## src/hw/rtl/hbbc_pkg.sv

```systemverilog
// Package for the hashed block buffer cache.
// Holds request and status codes, field widths and the buffer entry layout.
// No dependencies.
package hbbc_pkg;

    // Field widths of the stream words
    localparam int DEV_W     = 8;
    localparam int BLK_W     = 32;
    localparam int SLOT_W    = 5;
    localparam int CNT_W     = 8;
    localparam int REQ_W     = 2;
    localparam int STAT_W    = 2;
    localparam int S_TDATA_W = 48;
    localparam int M_TDATA_W = 16;

    localparam logic [CNT_W-1:0] CNT_MAX = 8'd255;

    typedef enum logic [REQ_W-1:0] {
        REQ_GET     = 2'd0,
        REQ_RELEASE = 2'd1,
        REQ_PIN     = 2'd2,
        REQ_UNPIN   = 2'd3
    } req_t;

    typedef enum logic [STAT_W-1:0] {
        STAT_OK        = 2'd0,
        STAT_NO_FREE   = 2'd1,
        STAT_UNDERFLOW = 2'd2,
        STAT_RSVD      = 2'd3
    } status_t;

    // One buffer's tags, reference count and contents-valid bit
    typedef struct packed {
        logic             valid;
        logic [CNT_W-1:0] cnt;
        logic [BLK_W-1:0] blk;
        logic [DEV_W-1:0] dev;
    } buf_entry_t;

endpackage

```

## src/hw/rtl/hbbc_ram.sv

```systemverilog
// Generic single-write, single-read synchronous RAM with registered read data.
// No dependencies.
module hbbc_ram #(
    parameter int WIDTH = 8,
    parameter int DEPTH = 32
) (
    input  logic                     aclk,
    input  logic                     we,
    input  logic [$clog2(DEPTH)-1:0] waddr,
    input  logic [WIDTH-1:0]         wdata,
    input  logic [$clog2(DEPTH)-1:0] raddr,
    output logic [WIDTH-1:0]         rdata
);

    logic [WIDTH-1:0] mem [DEPTH];

    // write port and registered read port
    always_ff @(posedge aclk) begin
        if (we) begin
            mem[waddr] <= wdata;
        end
        rdata <= mem[raddr];
    end

endmodule

```

## src/hw/rtl/hbbc_mod.sv

```systemverilog
// Reduction of a block number modulo the bucket count in three pipelined steps:
// byte folding, a reciprocal multiply for the quotient, then a subtract. Depends on hbbc_pkg.
module hbbc_mod #(
    parameter int NUM_BUCKETS = 13
) (
    input  logic                        aclk,
    input  logic                        aresetn,
    input  logic                        start,
    input  logic [hbbc_pkg::BLK_W-1:0]  block,
    output logic                        done,
    output logic [((NUM_BUCKETS > 1) ? $clog2(NUM_BUCKETS) : 1)-1:0] bucket
);

    localparam int KW  = (NUM_BUCKETS > 1) ? $clog2(NUM_BUCKETS) : 1;
    localparam int SW  = 16;
    localparam int SH  = 24;
    localparam int RCW = SH + 1;
    localparam int PW  = SW + RCW;
    // weight of each byte: 256^k mod NUM_BUCKETS
    localparam logic [SW-1:0] C0 = SW'(1 % NUM_BUCKETS);
    localparam logic [SW-1:0] C1 = SW'((1 << 8) % NUM_BUCKETS);
    localparam logic [SW-1:0] C2 = SW'((1 << 16) % NUM_BUCKETS);
    localparam logic [SW-1:0] C3 = SW'((1 << 24) % NUM_BUCKETS);
    // ceil(2^24 / NUM_BUCKETS), exact quotient for any folded sum below 2^16
    localparam logic [RCW-1:0] RECIP = RCW'(((1 << SH) + NUM_BUCKETS - 1) / NUM_BUCKETS);
    localparam logic [SW-1:0]  MODV  = SW'(NUM_BUCKETS);

    logic [SW-1:0]  fold;
    logic [SW-1:0]  sum_reg;
    logic [SW-1:0]  sum2_reg;
    logic [SW-1:0]  quot_reg;
    logic [KW-1:0]  rem_reg;
    logic [PW-1:0]  prod;
    logic [SW-1:0]  qm;
    logic [SW-1:0]  diff;
    logic           v1_reg;
    logic           v2_reg;
    logic           done_reg;

    // byte fold keeps the residue and stays below 2^16
    assign fold = SW'(block[7:0]) * C0 + SW'(block[15:8]) * C1
                + SW'(block[23:16]) * C2 + SW'(block[31:24]) * C3;
    assign prod = PW'(sum_reg) * PW'(RECIP);
    assign qm   = quot_reg * MODV;
    assign diff = sum2_reg - qm;

    // step valid flags
    always_ff @(posedge aclk) begin
        if (!aresetn) begin
            v1_reg   <= 1'b0;
            v2_reg   <= 1'b0;
            done_reg <= 1'b0;
        end else begin
            v1_reg   <= start;
            v2_reg   <= v1_reg;
            done_reg <= v2_reg;
        end
    end

    // datapath
    always_ff @(posedge aclk) begin
        if (start) begin
            sum_reg <= fold;
        end
        if (v1_reg) begin
            quot_reg <= prod[SH +: SW];
            sum2_reg <= sum_reg;
        end
        if (v2_reg) begin
            rem_reg <= diff[KW-1:0];
        end
    end

    assign done   = done_reg;
    assign bucket = rem_reg;

endmodule

```

## src/hw/rtl/hashed_block_buffer_cache.sv

```systemverilog
// Hashed block buffer cache: buffer tags and counts in one RAM, bucket list links
// in a second RAM; a sequencer walks the lists. Depends on hbbc_pkg, hbbc_ram, hbbc_mod.
//
// One word in, one word out. After reset a clearing pass over all NUM_BUFFERS+NUM_BUCKETS
// link entries writes the initial tags and lists; no word is taken during it. Release,
// pin and unpin read the buffer entry, write it back and then output. A get first reduces
// the block number modulo NUM_BUCKETS in a pipeline (byte fold, reciprocal multiply,
// subtract), then walks its bucket one node per cycle through the link RAM read port,
// head first. A miss then scans the buckets from bucket 0, each bucket head and then its
// nodes, and moving the chosen buffer into another bucket runs link RAM read-modify-write
// states S_UWP, S_URQ, S_UWQ, S_PWH and S_PWN, plus a final write to the old first node
// when the target bucket is not empty. The next word is taken in the cycle after the
// result enters the output register.
module hashed_block_buffer_cache #(
    parameter int NUM_BUFFERS = 32,
    parameter int NUM_BUCKETS = 13
) (
    input  logic                             aclk,
    input  logic                             aresetn,
    input  logic                             s_tvalid,
    output logic                             s_tready,
    // device_id [7:0], block_number [39:8], slot [44:40]
    input  logic [hbbc_pkg::S_TDATA_W-1:0]   s_tdata,
    // req_type [1:0]
    input  logic [hbbc_pkg::REQ_W-1:0]       s_tuser,
    output logic                             m_tvalid,
    input  logic                             m_tready,
    // buffer_slot [4:0], hit [5], fill_needed [6], status [8:7]
    output logic [hbbc_pkg::M_TDATA_W-1:0]   m_tdata
);

    localparam int NUM_NODES = NUM_BUFFERS + NUM_BUCKETS;
    localparam int BW = $clog2(NUM_BUFFERS);
    localparam int NW = $clog2(NUM_NODES);
    localparam int KW = (NUM_BUCKETS > 1) ? $clog2(NUM_BUCKETS) : 1;
    localparam logic [NW-1:0] HEAD0 = NW'(NUM_BUFFERS);
    localparam logic [NW-1:0] LASTB = NW'(NUM_BUFFERS - 1);
    localparam logic [NW-1:0] LASTN = NW'(NUM_NODES - 1);
    localparam logic [KW-1:0] LASTK = KW'(NUM_BUCKETS - 1);

    typedef struct packed {
        logic [NW-1:0] prev;
        logic [NW-1:0] nxt;
    } link_t;

    typedef enum logic [12:0] {
        S_INIT  = 13'b0000000000001,
        S_IDLE  = 13'b0000000000010,
        S_SUPD  = 13'b0000000000100,
        S_MOD   = 13'b0000000001000,
        S_HFST  = 13'b0000000010000,
        S_HCHK  = 13'b0000000100000,
        S_SFST  = 13'b0000001000000,
        S_SCHK  = 13'b0000010000000,
        S_UWP   = 13'b0000100000000,
        S_URQ   = 13'b0001000000000,
        S_UWQ   = 13'b0010000000000,
        S_PWH   = 13'b0100000000000,
        S_PWN   = 13'b1000000000000
    } state_t;

    // extra states for the final link write and the result hand-off, kept outside the main one-hot group
    logic pwf_reg, pwf_next;
    logic done_st_reg, done_st_next;

    state_t state_reg, state_next;

    // request
    hbbc_pkg::req_t              req_reg, req_next;
    logic [hbbc_pkg::DEV_W-1:0]  dev_reg, dev_next;
    logic [hbbc_pkg::BLK_W-1:0]  blk_reg, blk_next;
    logic [hbbc_pkg::SLOT_W-1:0] slot_reg, slot_next;

    // walk state
    logic [NW-1:0] node_reg, node_next;
    logic [NW-1:0] p_reg, p_next;
    logic [NW-1:0] q_reg, q_next;
    logic [NW-1:0] first_reg, first_next;
    logic [KW-1:0] bkt_reg, bkt_next;
    logic [KW-1:0] scan_reg, scan_next;
    logic [NW-1:0] init_reg, init_next;

    // pending result
    logic [hbbc_pkg::SLOT_W-1:0] rslot_reg, rslot_next;
    logic                        rhit_reg, rhit_next;
    logic                        rfill_reg, rfill_next;
    hbbc_pkg::status_t           rstat_reg, rstat_next;

    // output register
    logic                          mvalid_reg, mvalid_next;
    logic [hbbc_pkg::M_TDATA_W-1:0] mdata_reg, mdata_next;

    // memories
    logic                    buf_we;
    logic [BW-1:0]           buf_waddr, buf_raddr;
    hbbc_pkg::buf_entry_t    buf_wdata, buf_rdata;
    logic                    lnk_we;
    logic [NW-1:0]           lnk_waddr, lnk_raddr;
    link_t                   lnk_wdata, lnk_rdata;

    logic          mod_start, mod_done;
    logic [KW-1:0] mod_bucket;

    logic [hbbc_pkg::SLOT_W-1:0] in_slot;
    logic [hbbc_pkg::BLK_W-1:0]  in_blk;
    logic [hbbc_pkg::DEV_W-1:0]  in_dev;
    logic                        accept;
    logic                        out_free;
    logic                        tag_match;
    logic [NW-1:0]               tgt_head;
    logic [NW-1:0]               scan_head_n;

    assign in_dev  = s_tdata[7:0];
    assign in_blk  = s_tdata[39:8];
    assign in_slot = s_tdata[44:40];

    assign s_tready    = (state_reg == S_IDLE) && !pwf_reg && !done_st_reg;
    assign accept      = s_tvalid && s_tready;
    assign out_free    = !mvalid_reg || m_tready;
    assign tag_match   = (buf_rdata.dev == dev_reg) && (buf_rdata.blk == blk_reg);
    assign tgt_head    = HEAD0 + NW'(bkt_reg);
    assign scan_head_n = HEAD0 + NW'(scan_reg) + 1'b1;

    hbbc_ram #(.WIDTH($bits(hbbc_pkg::buf_entry_t)), .DEPTH(NUM_BUFFERS)) u_buf_ram (
        .aclk  (aclk),
        .we    (buf_we),
        .waddr (buf_waddr),
        .wdata (buf_wdata),
        .raddr (buf_raddr),
        .rdata (buf_rdata)
    );

    hbbc_ram #(.WIDTH(2 * NW), .DEPTH(NUM_NODES)) u_link_ram (
        .aclk  (aclk),
        .we    (lnk_we),
        .waddr (lnk_waddr),
        .wdata (lnk_wdata),
        .raddr (lnk_raddr),
        .rdata (lnk_rdata)
    );

    hbbc_mod #(.NUM_BUCKETS(NUM_BUCKETS)) u_mod (
        .aclk    (aclk),
        .aresetn (aresetn),
        .start   (mod_start),
        .block   (in_blk),
        .done    (mod_done),
        .bucket  (mod_bucket)
    );

    // sequencer
    always_comb begin
        state_next   = state_reg;
        pwf_next     = 1'b0;
        done_st_next = done_st_reg;
        req_next     = req_reg;
        dev_next     = dev_reg;
        blk_next     = blk_reg;
        slot_next    = slot_reg;
        node_next    = node_reg;
        p_next       = p_reg;
        q_next       = q_reg;
        first_next   = first_reg;
        bkt_next     = bkt_reg;
        scan_next    = scan_reg;
        init_next    = init_reg;
        rslot_next   = rslot_reg;
        rhit_next    = rhit_reg;
        rfill_next   = rfill_reg;
        rstat_next   = rstat_reg;
        mvalid_next  = mvalid_reg;
        mdata_next   = mdata_reg;
        buf_we       = 1'b0;
        buf_waddr    = node_reg[BW-1:0];
        buf_wdata    = buf_rdata;
        buf_raddr    = node_reg[BW-1:0];
        lnk_we       = 1'b0;
        lnk_waddr    = node_reg;
        lnk_wdata    = lnk_rdata;
        lnk_raddr    = node_reg;
        mod_start    = 1'b0;

        if (mvalid_reg && m_tready) begin
            mvalid_next = 1'b0;
        end

        if (done_st_reg) begin
            // hand the pending result to the output register
            if (out_free) begin
                mvalid_next  = 1'b1;
                mdata_next   = hbbc_pkg::M_TDATA_W'({rstat_reg, rfill_reg, rhit_reg,
                                                     rslot_reg});
                done_st_next = 1'b0;
            end
        end else if (pwf_reg) begin
            // first node of the target bucket points back to the moved buffer
            lnk_we       = 1'b1;
            lnk_waddr    = first_reg;
            lnk_wdata    = '{prev: node_reg, nxt: lnk_rdata.nxt};
            done_st_next = 1'b1;
        end else begin
            case (state_reg)
                S_INIT: begin
                    // clearing pass: initial tags, the list of bucket zero and empty lists for the other buckets
                    lnk_we    = 1'b1;
                    lnk_waddr = init_reg;
                    if (init_reg < HEAD0) begin
                        lnk_wdata.nxt  = (init_reg == '0) ? HEAD0 : init_reg - 1'b1;
                        lnk_wdata.prev = (init_reg == LASTB) ? HEAD0 : init_reg + 1'b1;
                        buf_we    = 1'b1;
                        buf_waddr = init_reg[BW-1:0];
                        buf_wdata = '0;
                    end else if (init_reg == HEAD0) begin
                        lnk_wdata.nxt  = LASTB;
                        lnk_wdata.prev = '0;
                    end else begin
                        lnk_wdata.nxt  = init_reg;
                        lnk_wdata.prev = init_reg;
                    end
                    init_next = init_reg + 1'b1;
                    if (init_reg == LASTN) begin
                        state_next = S_IDLE;
                    end
                end
                S_IDLE: begin
                    if (accept) begin
                        req_next   = hbbc_pkg::req_t'(s_tuser);
                        dev_next   = in_dev;
                        blk_next   = in_blk;
                        slot_next  = in_slot;
                        rslot_next = in_slot;
                        rhit_next  = 1'b0;
                        rfill_next = 1'b0;
                        rstat_next = hbbc_pkg::STAT_OK;
                        buf_raddr  = BW'(in_slot);
                        if (hbbc_pkg::req_t'(s_tuser) == hbbc_pkg::REQ_GET) begin
                            mod_start  = 1'b1;
                            state_next = S_MOD;
                        end else if (32'(in_slot) < 32'(NUM_BUFFERS)) begin
                            state_next = S_SUPD;
                        end else begin
                            done_st_next = 1'b1;
                        end
                    end
                end
                S_SUPD: begin
                    // count update for release, pin and unpin
                    buf_we    = 1'b1;
                    buf_waddr = BW'(slot_reg);
                    if (req_reg == hbbc_pkg::REQ_PIN) begin
                        if (buf_rdata.cnt != hbbc_pkg::CNT_MAX) begin
                            buf_wdata.cnt = buf_rdata.cnt + 1'b1;
                        end
                    end else if (buf_rdata.cnt == '0) begin
                        rstat_next = hbbc_pkg::STAT_UNDERFLOW;
                    end else begin
                        buf_wdata.cnt = buf_rdata.cnt - 1'b1;
                    end
                    state_next   = S_IDLE;
                    done_st_next = 1'b1;
                end
                S_MOD: begin
                    if (mod_done) begin
                        bkt_next   = mod_bucket;
                        lnk_raddr  = HEAD0 + NW'(mod_bucket);
                        state_next = S_HFST;
                    end
                end
                S_HFST, S_HCHK: begin
                    // hit search down the target bucket
                    if (state_reg == S_HCHK && tag_match) begin
                        buf_we = 1'b1;
                        if (buf_rdata.cnt != hbbc_pkg::CNT_MAX) begin
                            buf_wdata.cnt = buf_rdata.cnt + 1'b1;
                        end
                        buf_wdata.valid = 1'b1;
                        rfill_next   = !buf_rdata.valid;
                        rhit_next    = 1'b1;
                        rslot_next   = hbbc_pkg::SLOT_W'(node_reg[BW-1:0]);
                        state_next   = S_IDLE;
                        done_st_next = 1'b1;
                    end else if (lnk_rdata.nxt >= HEAD0) begin
                        scan_next  = '0;
                        lnk_raddr  = HEAD0;
                        state_next = S_SFST;
                    end else begin
                        node_next  = lnk_rdata.nxt;
                        buf_raddr  = lnk_rdata.nxt[BW-1:0];
                        lnk_raddr  = lnk_rdata.nxt;
                        state_next = S_HCHK;
                    end
                end
                S_SFST, S_SCHK: begin
                    // free buffer scan, buckets in ascending order
                    if (state_reg == S_SCHK && buf_rdata.cnt == '0) begin
                        buf_we       = 1'b1;
                        buf_wdata    = '{valid: 1'b1, cnt: hbbc_pkg::CNT_W'(1),
                                         blk: blk_reg, dev: dev_reg};
                        rfill_next   = 1'b1;
                        rslot_next   = hbbc_pkg::SLOT_W'(node_reg[BW-1:0]);
                        p_next       = lnk_rdata.prev;
                        q_next       = lnk_rdata.nxt;
                        if (scan_reg == bkt_reg) begin
                            state_next   = S_IDLE;
                            done_st_next = 1'b1;
                        end else begin
                            lnk_raddr  = lnk_rdata.prev;
                            state_next = S_UWP;
                        end
                    end else if (lnk_rdata.nxt >= HEAD0) begin
                        if (scan_reg == LASTK) begin
                            rstat_next   = hbbc_pkg::STAT_NO_FREE;
                            rslot_next   = '0;
                            state_next   = S_IDLE;
                            done_st_next = 1'b1;
                        end else begin
                            scan_next  = scan_reg + 1'b1;
                            lnk_raddr  = scan_head_n;
                            state_next = S_SFST;
                        end
                    end else begin
                        node_next  = lnk_rdata.nxt;
                        buf_raddr  = lnk_rdata.nxt[BW-1:0];
                        lnk_raddr  = lnk_rdata.nxt;
                        state_next = S_SCHK;
                    end
                end
                S_UWP: begin
                    // unlink: predecessor skips the buffer
                    lnk_we     = 1'b1;
                    lnk_waddr  = p_reg;
                    lnk_wdata  = '{prev: lnk_rdata.prev, nxt: q_reg};
                    state_next = S_URQ;
                end
                S_URQ: begin
                    lnk_raddr  = q_reg;
                    state_next = S_UWQ;
                end
                S_UWQ: begin
                    // unlink: successor points back past the buffer
                    lnk_we     = 1'b1;
                    lnk_waddr  = q_reg;
                    lnk_wdata  = '{prev: p_reg, nxt: lnk_rdata.nxt};
                    lnk_raddr  = tgt_head;
                    state_next = S_PWH;
                end
                S_PWH: begin
                    // push front: head now points to the buffer
                    first_next = lnk_rdata.nxt;
                    lnk_we     = 1'b1;
                    lnk_waddr  = tgt_head;
                    lnk_wdata  = '{prev: (lnk_rdata.nxt == tgt_head) ? node_reg
                                                                     : lnk_rdata.prev,
                                   nxt: node_reg};
                    state_next = S_PWN;
                end
                S_PWN: begin
                    lnk_we     = 1'b1;
                    lnk_waddr  = node_reg;
                    lnk_wdata  = '{prev: tgt_head, nxt: first_reg};
                    lnk_raddr  = first_reg;
                    state_next = S_IDLE;
                    if (first_reg == tgt_head) begin
                        done_st_next = 1'b1;
                    end else begin
                        pwf_next = 1'b1;
                    end
                end
                default: begin
                    state_next = S_INIT;
                end
            endcase
        end
    end

    // control registers
    always_ff @(posedge aclk) begin
        if (!aresetn) begin
            state_reg   <= S_INIT;
            pwf_reg     <= 1'b0;
            done_st_reg <= 1'b0;
            init_reg    <= '0;
            mvalid_reg  <= 1'b0;
        end else begin
            state_reg   <= state_next;
            pwf_reg     <= pwf_next;
            done_st_reg <= done_st_next;
            init_reg    <= init_next;
            mvalid_reg  <= mvalid_next;
        end
    end

    // payload registers
    always_ff @(posedge aclk) begin
        req_reg   <= req_next;
        dev_reg   <= dev_next;
        blk_reg   <= blk_next;
        slot_reg  <= slot_next;
        node_reg  <= node_next;
        p_reg     <= p_next;
        q_reg     <= q_next;
        first_reg <= first_next;
        bkt_reg   <= bkt_next;
        scan_reg  <= scan_next;
        rslot_reg <= rslot_next;
        rhit_reg  <= rhit_next;
        rfill_reg <= rfill_next;
        rstat_reg <= rstat_next;
        mdata_reg <= mdata_next;
    end

    assign m_tvalid = mvalid_reg;
    assign m_tdata  = mdata_reg;

endmodule

```

## config.mk

```make
export PLATFORM = sky130hd
export DESIGN_NAME = hashed_block_buffer_cache
export DESIGN_NICKNAME = d
export VERILOG_FILES = /design/src/hw/rtl/hbbc_pkg.sv /design/src/hw/rtl/hbbc_ram.sv /design/src/hw/rtl/hbbc_mod.sv /design/src/hw/rtl/hashed_block_buffer_cache.sv
export SDC_FILE = /design/constraint.sdc
export NUM_CORES = 2
export LEC_CHECK = 0
export ABC_AREA = 1
export BUFFER_PORTS_ARGS = -buffer_cell sky130_fd_sc_hd__buf_2
export CORE_MARGIN = 5
export CORE_UTILIZATION = 25
export CTS_CLUSTER_SIZE = 12
export DETAILED_ROUTE_END_ITERATION = 7
export PLACE_DENSITY = 0.36
export SYNTH_ARGS = -nofsm -noshare
export SYNTH_HDL_FRONTEND = slang
export SYNTH_SLANG_ARGS = --single-unit
```

## constraint.sdc

```tcl
create_clock -name aclk -period 11.5 [get_ports aclk]
set_clock_uncertainty 0.15 [all_clocks]
set_input_delay 0.575 -clock aclk [delete_from_list [all_inputs] [get_ports aclk]]
set_output_delay 0.575 -clock aclk [all_outputs]
set_load 0.01 [all_outputs]
```

; ---- After elaboration in Yosys (flattened, before gate mapping)
; Memories as Yosys holds them, arrays and structs flattened. A register that Yosys moved wholly into a read port is not among the register bits.
; Cells that the tools add are included.
[classes]
addsub = 13
multipliers = 4
order_cmp = 2
n_eq_ne = 39
mux = 114
bitwise_logic = 4
n_reduce_logical = 37
[op_table]
columns = cell, count
row1 = $mux 49, 4
row2 = $pmux 13 s10, 1
row3 = $mux 6, 17
row4 = $pmux 40 s2, 1
row5 = $mux 5, 14
row6 = $mux 13, 5
row7 = $pmux 12 s5, 1
row8 = $mux 12, 4
row9 = $pmux 6 s6, 1
row10 = $mul 16x19->35 const B, 1
row11 = $mux 1, 33
row12 = $eq 32x32->1, 1
row13 = $pmux 8 s4, 1
row14 = $pmux 5 s3, 2
row15 = $mux 4, 6
row16 = $mux 8, 3
row17 = $ne 2x2->1 const B, 12
row18 = $pmux 6 s4, 1
row19 = $mux 7, 3
row20 = $add 6x4->6 const A, 3
row21 = $mux 9, 2
row22 = $add 16x10->16, 1
row23 = $add 16x8->16, 1
row24 = $reduce_and 5->1, 3
row25 = 62 further kinds, 92
[totals]
ff_bits = 159
mem_bits_rw = 2108
output_inout_bits = 18
word_cells = 242
memories = 2
[memory_table]
columns = memory, words, width, read_ports, rd_clocked_by_memory_dff, write_ports, line_no
row1 = u_buf_ram.mem, 32, 49, 1, 1, 1, hbbc_ram.sv:15  ; logic [WIDTH-1:0] mem [DEPTH];
row2 = u_link_ram.mem, 45, 12, 1, 1, 1, hbbc_ram.sv:15

; ---- Depth between registers and ports, before layout
[logic_depth]
ltp_word = 9
depth_mapped = 25
ltp_nobuf = 23

; ---- Hierarchy
; Synthesis repeated with hierarchy kept, for this count alone.
[unflattened]
cells_unflattened = 9225
area_unflattened_um2 = 102049.1
[modules_own_cells]
columns = mod, instances, cells_per_inst, area_each_um2, seq_area_each_um2
row1 = hbbc_ram at u_buf_ram, 1, 5387, 64230.4, 48066.1
row2 = hbbc_ram at u_link_ram, 1, 1830, 22268.9, 16455.8
row3 = hashed_block_buffer_cache, 1, 1299, 9215.1, 3353.2
row4 = hbbc_mod, 1, 709, 6334.8, 810.8

; ---- Worst setup path before layout
; No wires, ideal clock.
[synth_path]
path_kind = register to register
start = register u_mod.sum_reg[4]
end = register u_mod.quot_reg[3], data pin
setup_time_ps = 261
t_arrival_ps = 4809
path_slack_ps = 6280
path_stages_with_launch = 18
synth_period_minus_slack_ps = 5220
cell_sequence = edfxtp_1 fa_1 inv_1 fa_1 inv_1 ha_1 fa_1 fa_1 fa_1 ha_1 nand2_1 nor2_1 inv_1 nor2_1 a2111oi_0 o21ai_0 or2_2 xor2_1
[synth_between]
elab_chain_len = 1
[synth_lines]
columns = item, line_no
row1 = from (decl), hbbc_mod.sv:29  ; logic [SW-1:0] sum_reg;
row2 = from (signal assigned), hbbc_mod.sv:63  ; sum_reg <= fold;
row3 = $mul 16x19->35, hbbc_mod.sv:43  ; assign prod = PW'(sum_reg) * PW'(RECIP);
row4 = via u_mod.prod[27], hbbc_mod.sv:33  ; logic [PW-1:0] prod;
row5 = to (signal assigned), hbbc_mod.sv:66  ; quot_reg <= prod[SH +: SW];
row6 = to (decl), hbbc_mod.sv:31  ; logic [SW-1:0] quot_reg;
; The timed path passes the listed nets, and every way through them passes these cells.
; A chain may end at the register's enable or synchronous reset.

; ---- Worst setup path after layout
[layout_path]
start = register blk_reg[2] (netlist name)
end = register u_buf_ram.rdata[35] (read register of u_buf_ram.mem)
[layout_between]
elab_chain_len = 7
[layout_lines]
columns = item, line_no
row1 = from (decl), hashed_block_buffer_cache.sv:71  ; logic [hbbc_pkg::BLK_W-1:0] blk_reg, blk_next;
row2 = from (signal assigned), hashed_block_buffer_cache.sv:397  ; blk_reg <= blk_next;
row3 = $eq 32x32->1, hashed_block_buffer_cache.sv:120  ; assign tag_match = (buf_rdata.dev == dev_reg) && (buf_rdata.blk == blk_reg);
row4 = $logic_and 1x1->1, hashed_block_buffer_cache.sv:120
row5 = $logic_and 1x1->1, hashed_block_buffer_cache.sv:271  ; if (state_reg == S_HCHK && tag_match) begin
row6 = $mux 5, hashed_block_buffer_cache.sv:271
row7 = $pmux 5 s3, hashed_block_buffer_cache.sv:202  ; case (state_reg)
row8 = $mux 5, hashed_block_buffer_cache.sv:195  ; end else if (pwf_reg) begin
row9 = $mux 5, hashed_block_buffer_cache.sv:187  ; if (done_st_reg) begin
row10 = to (decl), hbbc_ram.sv:12  ; output logic [WIDTH-1:0] rdata
; Every way passes these cells.

==> results.txt <==
The final clock period utilization by the worst path came out at 0.571. The standard-cell row count came out at 241. Once layout is complete, the cells apart from fillers number 15800. Synthesis produced 9811 cells. By count the netlist is led by sky130_fd_sc_hd__nand2_1, sky130_fd_sc_hd__edfxtp_1, sky130_fd_sc_hd__nand3_1. The commonest register cell after synthesis is sky130_fd_sc_hd__edfxtp_1.

The worst slack at placement is 4.86 ns. The summed negative setup slack over all endpoints came out at 0 ns. The async set-reset flop share out of synthesis is 0. The category of the critical setup timing path is flip-flop to flip-flop. The buffer depth of the longest clock path is 4. The max-slew violation count is 0. In this run, the number of DRC markers left after iteration 0 of detailed routing was 5650. The starting utilization of the core area is 0.250.

The top cell type's share of synthesized area is 0.622. The setup slack after layout is 4.94 ns. Of all nets on the critical path, the largest fanout is 108. The standby leakage power is 47.5 nW. The worst hold path class is flip-flop to flip-flop. The required time at the endpoint of the critical path came out at 12.13 ns. The width of the die is 666 um. The power per cell area came out at 193 mW/mm2. The setup violation total in the final timing report came out at 0. The area added between synthesis and finish is 15.1%. The worst voltage drop across the vdd grid came out at 0.132 mV. The floorplan step defined a die boundary enclosing 0.444 mm2. The vias after detailed routing came out at 72300. Dividing the synthesized area by the synthesized cell count gives 11.0 um2. The share of final-layout standard cells stronger than drive strength 1 came out at 0.0932. The internal reg-to-reg setup slack is 4.94 ns.

The global-route usage over all layers is 0.168. The largest registers in the layout are u_buf_ram.mem: 1568 flops, u_link_ram.mem: 540 flops, u_buf_ram.rdata: 49 flops. The critical path's largest stage delay came out at 0.94 ns.

The I/O pin count is 72. Once layout is complete, the utilization of the core stands at 0.288. Global routing finished with a remaining overflow of 0.

Yosys attributes the largest share of cell area to sky130_fd_sc_hd__edfxtp_1, sky130_fd_sc_hd__nand3_1, sky130_fd_sc_hd__nand2_1. The tree is rooted in a sky130_fd_sc_hd__clkbuf_16. The source-to-sink clock delay at the later pin of the worst-skew pair came out at 0.92 ns. The actual slew at the worst max-slew pin came out at 1.46 ns. The detailed-routing iteration count for the pre-antenna-repair pass came out at 5. The die boundary height came out at 666 um. The TritonCTS clock tree is built. The run finished, with violations left. The number of distinct library cell variants in the gate-level netlist after synthesis came out at 61.

The final reports fail on capacitance limit. The number of antenna violations at the first check in global routing is 5. After synthesis the cells add up to 0.108 mm2.

At the end of routability-driven placement, the weighted congestion stood at 0.853. The wire length after detailed routing came out at 384000 um. Counting flops per register, the top entry is u_buf_ram.mem.

The placeable core region is 0.430 mm2. The number of nets in the finished design came out at 10100. For this design, the slowest cell found on the critical path is sky130_fd_sc_hd__buf_4.

Hold is met by 0.268 ns. The maximum number of pins on one net before global-route repair is 176. The most used standard cell by instance count after synthesis is sky130_fd_sc_hd__nand2_1. The count of placed standard cells including taps is 15200. The post-route DRC violation count is 0. The count of flip-flops with a built-in enable after synthesis came out at 2230. The most numerous cell type found on the critical path is sky130_fd_sc_hd__nand2_1. The number of hold buffers added after CTS is 49. The number of buffers created by CTS is 286.

STA puts the critical path data arrival time at 7.19 ns. The worst max-slew margin expressed relative to the limit came out at 0.00428. The achievable clock frequency is 0.152 GHz. The placed wire-length estimate is 205000 um. For this run, the register share of the synthesized area comes to 0.638.

The post-CTS setup-driven buffer insertion count is 0. The number of hold-slack violations in the final timing report is 0. The wire length of the first global-routing pass is 546000 um. Setup repair after global routing left no endpoint under its margin. The number of max-capacitance violations reported is 1. STA classifies the critical path startpoint as a flip-flop. Input and output buffers added on the ports amount to 61. The clock drives 2316 sinks. The number of global-route vias before repair came out at 71400. Walking the worst path, the cells encountered are xnor2_1 -> nand2_1 -> nor2_1 -> nand2_1 -> nor2_1 -> nand3_4 -> nand2_4 -> nand2_1 -> nand2_1 -> o2111ai_1 -> a21oi_4 -> buf_12 -> buf_4 -> buf_4 -> nand3_1 -> nand3_1 -> nand2_1 -> nand2_1 -> nand2_1. After clock tree synthesis, the clock-pin slew on the worst setup and hold paths is 0.06 ns. Subtracting the final worst setup slack from the clock period gives 6.56 ns.

For this run, the number of Yosys warnings is 0. Gates resized during post-CTS repair numbered 0. The synthesis-stage register bit count is 2316. The routed length per placed instance came out at 24.4 um.

In this run the number of H-tree levels came out at 5. STA classifies the critical path endpoint as a flip-flop. The via count normalized by instance count is 4.59. The biggest area contributor in the post-synthesis netlist is sky130_fd_sc_hd__edfxtp_1. The flip-flop count of the largest register, all copies and words added is 1568. The remaining antenna violation count after routing came out at 0.
## through the flow
stage | cell area [um2] | total power [W]
2_1_floorplan | 108000 | 0.0134
4_1_cts | 124000 | 0.0242
3_5_place_dp | 114000 | 0.0153
6_report | 124000 | 0.0239
3_3_place_gp | 114000 | 0.0152
5_1_grt | 124000 | 0.0250
## worst max-delay path, delay by kind of cell (launching register included)
family / cells / cell delay (ns)
DFF: 1 / 0.57
buffers and inverters: 3 / 2.36
AOI/OAI and AO/OA: 2 / 0.41
and+or+nand+nor: 13 / 2.00
xor gates and xnor gates: 1 / 0.71
## cells by family after synthesis
group	after synthesis	share of synthesized area
other	1	0.0000348
adder cells (fa/ha/maj)	240	0.0340
AO/OA/AOI/OAI	622	0.0437
flip-flops	2316	0.638
buffers and inverters	1766	0.0707
AND/OR/NAND/NOR	4801	0.208
XOR/XNOR	65	0.00529
## per-layer routing
metal / global-route usage / wire length (um) / vias up
met2: 0.285 / 185000 / 1554
met3: 0.0173 / 13600 / 540
met5: 0 / 0 / -
met1: 0.226 / 174000 / 36400
met4: 0.0493 / 12100 / 0
li1: - / - / 33800
## layout make-up
class,instances,area [um2]
clock inverter,134,1200
antenna,5,12.5
inverter,1190,4490
multi-input combinational,5735,32100
sequential,2316,68700
timing repair buffer,299,2410
clock buffer,376,7830
fill,44400,306000
tap,5710,7140
## layout by cell type (no fill, tap or decap), drive strengths merged, types with 36 or more instances in the layout
cell	Yosys	final
xnor2	36	36
nand3b	537	537
nand2	2249	2249
clkinv	5	114
a21oi	107	107
o21ai	167	167
ha	152	152
fa	88	88
o22ai	52	52
inv	1185	1192
o211ai	218	218
edfxtp	2230	2230
nand3	1696	1696
dlygate4sd3	0	49
dfxtp	86	86
clkbuf	128	376
nor2	261	261
buf	448	250
## power by group
| part | switching [W] | internal (W) | leakage (nW) | total, W |
|---|---|---|---|---|
| Combinational | 0.00300 | 0.000854 | 21.9 | 0.00385 |
| Clock | 0.00371 | 0.00512 | 4.41 | 0.00882 |
| Sequential | 0.000193 | 0.0110 | 21.2 | 0.0112 |
## path summary, 6_finish.rpt
check                          from                          end  cells past startpoint
max            blk_reg[2]$_DFFE_PP_  u_buf_ram.rdata[35]$_DFF_P_                     19
min          rslot_reg[1]$_DFFE_PP_         m_tdata[1]$_DFFE_PP_                      0
max reg2reg    blk_reg[2]$_DFFE_PP_  u_buf_ram.rdata[35]$_DFF_P_                     19
min reg2reg  rslot_reg[1]$_DFFE_PP_         m_tdata[1]$_DFFE_PP_                      0
(Power assumes the default switching activity.)
